### src/ssbi_pkg.sv
package ssbi_pkg;

  localparam int IN_TDATA_W   = 40;
  localparam int OUT_TDATA_W  = 96;
  localparam int CFG_ADDR_W   = 2;
  localparam int CFG_DATA_W   = 12;
  localparam int ROW_IDX_W    = 6;
  localparam int ROW_BITS_W   = 32;
  localparam int DRAW_W       = 7;
  localparam int COORD_W      = 12;
  localparam int SCREEN_ROW_W = 13;
  localparam int MASK_W       = 64;
  localparam int ON_W         = 4;

  localparam logic [DRAW_W-1:0] DRAW_RESET = 7'd32;
  localparam logic [ON_W-1:0]   THR_LARGE  = 4'd5;
  localparam logic [ON_W-1:0]   THR_SMALL  = 4'd4;

  localparam logic OP_LOAD   = 1'b0;
  localparam logic OP_RENDER = 1'b1;

  typedef enum logic [CFG_ADDR_W-1:0] {
    REG_DRAW_SIZE = 2'd0,
    REG_ORIGIN_X  = 2'd1,
    REG_ORIGIN_Y  = 2'd2
  } reg_idx_t;

  typedef enum logic [6:0] {
    S_IDLE     = 7'b0000001,
    S_DIV_STEP = 7'b0000010,
    S_DIV_ROW  = 7'b0000100,
    S_ROWS     = 7'b0001000,
    S_DIV_COL  = 7'b0010000,
    S_COLS     = 7'b0100000,
    S_DONE     = 7'b1000000
  } state_t;

endpackage

### src/ssbi_ram.sv
module ssbi_ram #(
  parameter int WIDTH = 32,
  parameter int DEPTH = 32
) (
  input  logic                     clk,
  input  logic                     we,
  input  logic [$clog2(DEPTH)-1:0] waddr,
  input  logic [WIDTH-1:0]         wdata,
  input  logic [$clog2(DEPTH)-1:0] raddr,
  output logic [WIDTH-1:0]         rdata
);

  logic [WIDTH-1:0] mem_r [DEPTH];

  always_ff @(posedge clk) begin
    if (we) begin
      mem_r[waddr] <= wdata;
    end
    rdata <= mem_r[raddr];
  end

endmodule

### src/supersampled_bitmap_icon_scaler.sv
// load request: no result
// render request: three passes of the shared restoring divider (NW = numerator
// width, 14 at default parameters), a fetch of three icon rows, then one sub-sample
// column per cycle through the step unit for each of D (effective draw size) columns
// ready only in idle; rst_n (synchronous) resets control and config; icon rows undefined
module supersampled_bitmap_icon_scaler #(
  parameter int SRC_SIZE = 32,
  parameter int MAX_DRAW = 64
) (
  input  logic                               clk,
  input  logic                               rst_n,
  input  logic                               in_tvalid,
  output logic                               in_tready,
  // row_index [5:0], row_bits [37:6], zero pad
  input  logic [ssbi_pkg::IN_TDATA_W-1:0]    in_tdata,
  // opcode
  input  logic                               in_tuser,
  output logic                               out_tvalid,
  input  logic                               out_tready,
  // screen_row [12:0], screen_col_first [24:13], pixel_mask [88:25], zero pad
  output logic [ssbi_pkg::OUT_TDATA_W-1:0]   out_tdata,
  input  logic                               cfg_we,
  input  logic [ssbi_pkg::CFG_ADDR_W-1:0]    cfg_addr,
  input  logic [ssbi_pkg::CFG_DATA_W-1:0]    cfg_wdata
);
  import ssbi_pkg::*;

  localparam int AW = $clog2(SRC_SIZE);
  localparam int CW = AW + 1;
  localparam int DW = $clog2(MAX_DRAW + 1);
  localparam int VW = $clog2(6 * MAX_DRAW + 1);
  localparam int NW = $clog2(6 * MAX_DRAW * SRC_SIZE);
  localparam int KW = $clog2(NW);
  localparam int PAD_W = OUT_TDATA_W - SCREEN_ROW_W - COORD_W - MASK_W;

  state_t state_r, state_nxt;

  logic [DRAW_W-1:0]    draw_size_r, draw_size_nxt;
  logic [COORD_W-1:0]   origin_x_r, origin_x_nxt;
  logic [COORD_W-1:0]   origin_y_r, origin_y_nxt;

  logic [DW-1:0]        d_r, d_nxt;
  logic [VW-1:0]        dv_r, dv_nxt;
  logic [ON_W-1:0]      thr_r, thr_nxt;
  logic [ROW_IDX_W-1:0] y_r, y_nxt;

  logic [NW-1:0]        num_r, num_nxt;
  logic [VW-1:0]        rem_r, rem_nxt;
  logic [KW-1:0]        dcnt_r, dcnt_nxt;

  logic [CW-1:0]        q_r, q_nxt;
  logic [VW-1:0]        r_r, r_nxt;
  logic [CW-1:0]        qs_r, qs_nxt;
  logic [VW-1:0]        rs_r, rs_nxt;

  logic [1:0]           sidx_r, sidx_nxt;
  logic [ON_W-1:0]      on_r, on_nxt;
  logic [DW-1:0]        x_r, x_nxt;
  logic [MAX_DRAW-1:0]  mask_r, mask_nxt;
  logic [ROW_BITS_W-1:0] rows_r [3];
  logic [ROW_BITS_W-1:0] rows_nxt [3];

  logic                 out_valid_r, out_valid_nxt;
  logic [OUT_TDATA_W-1:0] out_data_r, out_data_nxt;

  // input fields
  logic [ROW_IDX_W-1:0]  in_row;
  logic [ROW_BITS_W-1:0] in_bits;
  logic                  in_acc;
  logic [DW-1:0]         d_eff;

  // ram
  logic                  ram_we;
  logic [AW-1:0]         ram_raddr;
  logic [ROW_BITS_W-1:0] ram_rdata;

  // divider datapath
  logic [VW:0]           div_sh;
  logic                  div_ge;
  logic [VW-1:0]         div_rem;
  logic [NW-1:0]         div_quo;
  logic                  div_last;

  // step unit
  logic [VW:0]           stp_sum;
  logic                  stp_ge;
  logic [AW-1:0]         coord;
  logic [6:0]            coord7;
  logic [1:0]            col_cnt;
  logic [ON_W-1:0]       on_tot;

  logic [NW-1:0]         num_row;

  assign in_row  = in_tdata[ROW_IDX_W-1:0];
  assign in_bits = in_tdata[ROW_IDX_W +: ROW_BITS_W];
  assign in_tready = (state_r == S_IDLE);
  assign in_acc  = in_tvalid && in_tready;

  always_comb begin
    if (draw_size_r == '0) begin
      d_eff = DW'(1);
    end else if (draw_size_r > DRAW_W'(MAX_DRAW)) begin
      d_eff = DW'(MAX_DRAW);
    end else begin
      d_eff = DW'(draw_size_r);
    end
  end

  assign ram_we = in_acc && (in_tuser == OP_LOAD) &&
                  ({1'b0, in_row} < (ROW_IDX_W + 1)'(SRC_SIZE));

  ssbi_ram #(
    .WIDTH(ROW_BITS_W),
    .DEPTH(SRC_SIZE)
  ) u_icon_ram (
    .clk   (clk),
    .we    (ram_we),
    .waddr (in_row[AW-1:0]),
    .wdata (in_bits),
    .raddr (ram_raddr),
    .rdata (ram_rdata)
  );

  // restoring divider, one quotient bit per cycle
  assign div_sh   = {rem_r, num_r[NW-1]};
  assign div_ge   = div_sh >= {1'b0, dv_r};
  assign div_rem  = div_ge ? VW'(div_sh - {1'b0, dv_r}) : VW'(div_sh);
  assign div_quo  = {num_r[NW-2:0], div_ge};
  assign div_last = (dcnt_r == KW'(NW - 1));

  // walk to the next sub-sample: add quotient/remainder step, one wrap at most
  assign stp_sum = {1'b0, r_r} + {1'b0, rs_r};
  assign stp_ge  = stp_sum >= {1'b0, dv_r};

  assign coord     = (q_r > CW'(SRC_SIZE - 1)) ? AW'(SRC_SIZE - 1) : q_r[AW-1:0];
  assign coord7    = 7'(coord);
  assign ram_raddr = coord;

  always_comb begin
    logic b0, b1, b2;
    b0 = 1'b0;
    b1 = 1'b0;
    b2 = 1'b0;
    // source columns past the stored row width read as off
    if (coord7 < 7'd32) begin
      b0 = rows_r[0][coord7[4:0]];
      b1 = rows_r[1][coord7[4:0]];
      b2 = rows_r[2][coord7[4:0]];
    end
    col_cnt = 2'({1'b0, b0} + {1'b0, b1} + {1'b0, b2});
  end

  assign on_tot  = on_r + ON_W'(col_cnt);
  assign num_row = NW'((NW'(y_r) * NW'(6) + NW'(1)) * NW'(SRC_SIZE));

  always_comb begin
    state_nxt     = state_r;
    draw_size_nxt = draw_size_r;
    origin_x_nxt  = origin_x_r;
    origin_y_nxt  = origin_y_r;
    d_nxt         = d_r;
    dv_nxt        = dv_r;
    thr_nxt       = thr_r;
    y_nxt         = y_r;
    num_nxt       = num_r;
    rem_nxt       = rem_r;
    dcnt_nxt      = dcnt_r;
    q_nxt         = q_r;
    r_nxt         = r_r;
    qs_nxt        = qs_r;
    rs_nxt        = rs_r;
    sidx_nxt      = sidx_r;
    on_nxt        = on_r;
    x_nxt         = x_r;
    mask_nxt      = mask_r;
    rows_nxt      = rows_r;
    out_valid_nxt = out_valid_r;
    out_data_nxt  = out_data_r;

    if (out_tready) begin
      out_valid_nxt = 1'b0;
    end

    if (cfg_we) begin
      unique case (cfg_addr)
        REG_DRAW_SIZE: draw_size_nxt = cfg_wdata[DRAW_W-1:0];
        REG_ORIGIN_X:  origin_x_nxt  = cfg_wdata[COORD_W-1:0];
        REG_ORIGIN_Y:  origin_y_nxt  = cfg_wdata[COORD_W-1:0];
        default: ;
      endcase
    end

    // common divider and step-unit updates
    if (state_r == S_DIV_STEP || state_r == S_DIV_ROW || state_r == S_DIV_COL) begin
      num_nxt  = div_quo;
      rem_nxt  = div_rem;
      dcnt_nxt = dcnt_r + KW'(1);
    end
    if (state_r == S_ROWS || state_r == S_COLS) begin
      q_nxt = q_r + qs_r + CW'(stp_ge);
      r_nxt = stp_ge ? VW'(stp_sum - {1'b0, dv_r}) : VW'(stp_sum);
    end

    unique case (state_r)
      S_IDLE: begin
        if (in_acc && in_tuser == OP_RENDER && {1'b0, in_row} < 7'(d_eff)) begin
          d_nxt    = d_eff;
          dv_nxt   = VW'(VW'(d_eff) * VW'(6));
          thr_nxt  = (DRAW_W'(d_eff) >= DRAW_W'(SRC_SIZE)) ? THR_LARGE : THR_SMALL;
          y_nxt    = in_row;
          mask_nxt = '0;
          num_nxt  = NW'(2 * SRC_SIZE);
          rem_nxt  = '0;
          dcnt_nxt = '0;
          state_nxt = S_DIV_STEP;
        end
      end
      S_DIV_STEP: begin
        if (div_last) begin
          qs_nxt   = CW'(div_quo);
          rs_nxt   = div_rem;
          num_nxt  = num_row;
          rem_nxt  = '0;
          dcnt_nxt = '0;
          state_nxt = S_DIV_ROW;
        end
      end
      S_DIV_ROW: begin
        if (div_last) begin
          q_nxt    = CW'(div_quo);
          r_nxt    = div_rem;
          sidx_nxt = '0;
          state_nxt = S_ROWS;
        end
      end
      S_ROWS: begin
        // read issued this cycle lands in the next one; row order does not matter
        if (sidx_r != 2'd0) begin
          rows_nxt[0] = ram_rdata;
          rows_nxt[1] = rows_r[0];
          rows_nxt[2] = rows_r[1];
        end
        sidx_nxt = sidx_r + 2'd1;
        if (sidx_r == 2'd3) begin
          num_nxt  = NW'(SRC_SIZE);
          rem_nxt  = '0;
          dcnt_nxt = '0;
          state_nxt = S_DIV_COL;
        end
      end
      S_DIV_COL: begin
        if (div_last) begin
          q_nxt    = CW'(div_quo);
          r_nxt    = div_rem;
          sidx_nxt = '0;
          on_nxt   = '0;
          x_nxt    = '0;
          state_nxt = S_COLS;
        end
      end
      S_COLS: begin
        if (sidx_r == 2'd2) begin
          sidx_nxt = '0;
          on_nxt   = '0;
          if (on_tot >= thr_r) begin
            mask_nxt = mask_r | (MAX_DRAW'(1) << x_r);
          end
          if (x_r == d_r - DW'(1)) begin
            state_nxt = S_DONE;
          end else begin
            x_nxt = x_r + DW'(1);
          end
        end else begin
          on_nxt   = on_tot;
          sidx_nxt = sidx_r + 2'd1;
        end
      end
      S_DONE: begin
        if (!out_valid_r || out_tready) begin
          out_valid_nxt = 1'b1;
          out_data_nxt  = {{PAD_W{1'b0}}, MASK_W'(mask_r), origin_x_r,
                           SCREEN_ROW_W'({origin_y_r[COORD_W-1], origin_y_r})
                           + SCREEN_ROW_W'(y_r)};
          state_nxt = S_IDLE;
        end
      end
      default: state_nxt = S_IDLE;
    endcase
  end

  always_ff @(posedge clk) begin
    if (!rst_n) begin
      state_r     <= S_IDLE;
      draw_size_r <= DRAW_RESET;
      origin_x_r  <= '0;
      origin_y_r  <= '0;
      out_valid_r <= 1'b0;
    end else begin
      state_r     <= state_nxt;
      draw_size_r <= draw_size_nxt;
      origin_x_r  <= origin_x_nxt;
      origin_y_r  <= origin_y_nxt;
      out_valid_r <= out_valid_nxt;
    end
  end

  always_ff @(posedge clk) begin
    d_r        <= d_nxt;
    dv_r       <= dv_nxt;
    thr_r      <= thr_nxt;
    y_r        <= y_nxt;
    num_r      <= num_nxt;
    rem_r      <= rem_nxt;
    dcnt_r     <= dcnt_nxt;
    q_r        <= q_nxt;
    r_r        <= r_nxt;
    qs_r       <= qs_nxt;
    rs_r       <= rs_nxt;
    sidx_r     <= sidx_nxt;
    on_r       <= on_nxt;
    x_r        <= x_nxt;
    mask_r     <= mask_nxt;
    rows_r     <= rows_nxt;
    out_data_r <= out_data_nxt;
  end

  assign out_tvalid = out_valid_r;
  assign out_tdata  = out_data_r;

  a_col_in_range: assert property (@(posedge clk) disable iff (!rst_n)
    (state_r == S_COLS) |-> (x_r < d_r && sidx_r <= 2'd2))
    else $error("column walk past draw size");

  a_div_count: assert property (@(posedge clk) disable iff (!rst_n)
    (state_r == S_DIV_STEP || state_r == S_DIV_ROW || state_r == S_DIV_COL)
      |-> (dcnt_r <= KW'(NW - 1)))
    else $error("divider count overrun");

  a_done_from_cols: assert property (@(posedge clk) disable iff (!rst_n)
    (state_r == S_DONE && $past(state_r) != S_DONE) |-> ($past(state_r) == S_COLS))
    else $error("result raised without column pass");

  a_row_before_div: assert property (@(posedge clk) disable iff (!rst_n)
    (state_r == S_DIV_COL && $past(state_r) != S_DIV_COL) |-> ($past(state_r) == S_ROWS))
    else $error("column divide started without row fetch");

endmodule
### config.mk
export PLATFORM = sky130hd
export DESIGN_NAME = supersampled_bitmap_icon_scaler
export DESIGN_NICKNAME = d
export VERILOG_FILES = /design/src/ssbi_pkg.sv /design/src/ssbi_ram.sv /design/src/supersampled_bitmap_icon_scaler.sv
export SDC_FILE = /design/constraint.sdc
export NUM_CORES = 2
export LEC_CHECK = 0
export ABC_AREA = 0
export ABC_CLOCK_PERIOD_IN_PS = 21100
export BUFFER_PORTS_ARGS = -buffer_cell sky130_fd_sc_hd__buf_2
export CORE_MARGIN = 5
export CORE_UTILIZATION = 62
export CTS_CLUSTER_SIZE = 28
export DETAILED_ROUTE_END_ITERATION = 8
export PLACE_DENSITY_LB_ADDON = 0.1
export SETUP_SLACK_MARGIN = 0.15
export SLEW_MARGIN = 20
export SYNTH_ARGS = -nofsm -noshare
export SYNTH_HDL_FRONTEND = slang
export SYNTH_SLANG_ARGS = --single-unit
### constraint.sdc
create_clock -name clk -period 21.1 [get_ports clk]
set_input_delay 2.11 -clock clk [delete_from_list [all_inputs] [get_ports clk]]
set_output_delay 2.11 -clock clk [all_outputs]
set_load 0.1 [all_outputs]
==> flow_summary.ini <==
[outcome]
outcome = complete, no violations

[clock_tree]
holdBufCountCts = 0
cts_tree = yes
cts.sinks = 1435
clock_path_buffers = 3
clockRootBuffer = clkbuf_16
cts_inserted_buffers = 144
clkSlewWorstSetupHoldPaths_ns = 0.06
post_cts.repair.setup_buffers = 0
htree_levels = 4
clk_latency_ns = 0.75
post_cts_resized = 0

[global_routing]
grt_max_degree = 126
antenna_found_initial = 3
grt-ovfl-total = 0
grt_pass1_vias = 31500
grt_pass1_wl_um = 195000
grt.total_usage_pct = 26.4

[cells_and_area]
utilization_pct = 69.8
n_fill_cell = 5933
syn2layout_area_growth_pct = 12.4
fin_nets = 3789
drive_gt1_share_pct = 20.5

[flow_run]
max-cap-violations = 0

[sta]
grt_setup_unrepaired = no
worst_pin_slew_ns = 1.13
setup_viol_count_final = 0
fmax_mhz = 148
relSlewSlack_pct = 24.4
fin_skew_ns = 0.0270
fin_crit_ns = 6.78
final_hold_viol_count = 0
slew_violations = 0
min_period_over_period_pct = 32.1
tns_ns = 0
holdWs_ns = 0.406

[pwr]
vdd_ir_drop_max_mv = 0.0964
pwr_density_cell_nw_per_um2 = 98.8
p_total_mw = 6.41
p_seq_share_pct = 51.8
power_frac_comb_pct = 7.7
clock_power_share_pct = 40.5
switching_share_pct = 23.2
p_leak_nw = 21.9
p_int_mw = 4.92
p_sw_mw = 1.49

[worst_setup_path]
crit_type = flip-flop to flip-flop
critPathArrivalTime_ns = 7.14
timing.rr.start = q_r[5]
cp-end-kind = flip-flop
crit_path_start_kind = flip-flop
cp.required_ns = 21.46
r2r_slack_ns = 14.32
worstReg2RegEnd = mask_r[63]
rr_worst_depth = 16
cp_max_fo = 66

[routing]
drtIter0Drc = 3058
drc = 0
via_count = 31000
ant_nets = 0
drt_wl_total_um = 130000
via_per_inst = 6.19
post_drt_wl_per_cell_um = 26.0
drtPass1Iterations = 5

[floorplan]
dieArea_um2 = 99300
ios = 158
core-area_um2 = 92900
fp-row-count = 112
die_w_um = 315
initial_core_util_pct = 62.1
die_h_um = 315

[yosys]
synthArstFlopShare_pct = 0
netlist_top_cells_area = edfxtp_1 69%, mux4_2 5.3%, mux2i_1 5.1%, dfxtp_1 3.9%, mux2_2 3.1%
synth_common_cells = 1,322 x edfxtp_1, 297 x mux2i_1, 235 x nor2_1, 213 x nand2_1, 190 x a21oi_1
syn_area_um2 = 57700
syn-mean-instance-area_um2 = 16.6
ys_warn_count = 0
yosysMostFrequentCell = edfxtp_1
synth_cell_type_count = 68
synth_edf_count = 1322
synth_top_area_share_pct = 68.8
synth_cells = 3478
synth_area_leader_cell = edfxtp_1
seq_area_frac_synth_pct = 72.7
synth_flop_cell = edfxtp_1
ys_ff_latch = 1435

[placed_design]
dp_hpwl_um = 71300
place_congestion = 0.835
io_buffers = 148

[worst_hold_path]
hold_depth = 0
min_from = u_icon_ram.rdata[30]
hold_end = rows_r[94]
hold_path.class = flip-flop to flip-flop
-- area by class of cell --
class | count | area, um2 | share of cell area [%]
Timing Repair Buffer | 208 | 1210 | 1.86
Antenna cell | 2 | 5.00 | 0.00771
Clock buffer | 183 | 3980 | 6.13
Inverter | 70 | 263 | 0.405
Sequential cell | 1435 | 42000 | 64.7
Multi-Input combinational cell | 1790 | 15000 | 23.1
Clock inverter | 76 | 885 | 1.36
Tap cell | 1254 | 1570 | 2.42
-- worst max-delay path, cell delays in order (launching register included) --
cell and delay, ns:
dfxtp_1 0.74, or2_4 0.68, buf_4 0.82, buf_4 0.87
nand3_1 0.14, a311oi_1 0.31, a211oi_1 0.12, a21oi_1 0.30
fa_1 0.22, inv_1 0.05, ha_1 0.20, fa_1 0.53
nor2_1 0.05, a21oi_1 0.15, o21ai_0 0.15, a211oi_4 0.25
buf_4 0.65
-- per-layer routing --
metal  vias to the layer above  share of wire (%)  global-route usage (%)
met4                         0                3.5                    9.47
met1                     15900                 41                    36.6
met3                       230                6.4                    4.11
met5                         -                  0                       0
met2                      1134                 49                    43.6
li1                      13800                  -                       -
-- stage by stage --
stage,cell area [um2],cells,setup slack (ns)
3_5_place_dp,60000,4756,14.37
5_1_grt,64900,5016,13.98
6_report,64900,5018,14.32
2_1_floorplan,57800,3484,12.38
4_1_cts,64900,5015,14.35
3_3_place_gp,60000,4756,14.33
-- cells by family (layout without fill, tap and decap cells) --
group                    after synthesis  count (layout)  share of synthesized area (%)
AO/OA/AOI/OAI                        488             488                           4.92
XOR/XNOR                              55              55                          0.834
adder cells (fa/ha/maj)               80              80                           1.86
buffers and inverters                259             537                           1.89
flip-flops                          1435            1435                           72.7
multiplexers                         594             594                           13.6
other                                  1               9                        0.00650
AND/OR/NAND/NOR                      566             566                           4.19
-- how the worst max path moves through the flow --
| stage | start | slack [ns] | cells after the start | to |
|---|---|---|---|---|
| after global placement | q_r[5] | 14.33 | 16 | mask_r[16] |
| after CTS | q_r[5] | 14.35 | 16 | mask_r[8] |
| after detailed placement | q_r[5] | 14.37 | 16 | mask_r[17] |
| after global routing | q_r[5] | 13.98 | 16 | mask_r[28] |
| final | q_r[5] | 14.32 | 16 | mask_r[63] |
| after floorplan | q_r[5] | 12.38 | 18 | mask_r[0] |
-- flip-flops by register name, indices dropped and copies added (netlist names), 2 cells and up --
register,flops
u_icon_ram.rdata,32
d_r,7
origin_x_r,12
sidx_r,2
u_icon_ram.mem_r,1024
rem_r,9
y_r,6
rows_r,96
x_r,7
dcnt_r,4
rs_r,9
draw_size_r,7
origin_y_r,12
state_r,7
r_r,9
on_r,4
q_r,6
out_tdata,89
num_r,14
qs_r,6
mask_r,64
dv_r,7
-- power by group through the flow --
stage / Clock (mW) / Sequential (mW) / Combinational, mW
floorplan: 0 / 3.50 / 0.242
global placement: 0 / 3.37 / 0.479
detailed placement: 0 / 3.38 / 0.493
CTS: 2.63 / 3.32 / 0.496
global route: 2.76 / 3.33 / 0.532
finish: 2.59 / 3.32 / 0.496
-- cell usage in the layout (no fill, tap or decap), drive strengths merged, types with 16 or more instances in the layout --
master	netlist	routed
edfxtp	1322	1322
mux2i	297	297
nor2	236	236
nand2	214	214
buf	111	208
a21oi	190	190
clkbuf	78	183
o21ai	165	165
mux2	160	160
mux4	137	137
dfxtp	113	113
inv	69	73
ha	70	70
clkinv	1	53
a221oi	40	40
xnor2	37	37
a211oi	24	24
nand3	22	22
nor3	19	19
xor2	18	18
bufinv	0	17
a21o	16	16
Note: power is estimated with default switching activity, not from simulation.
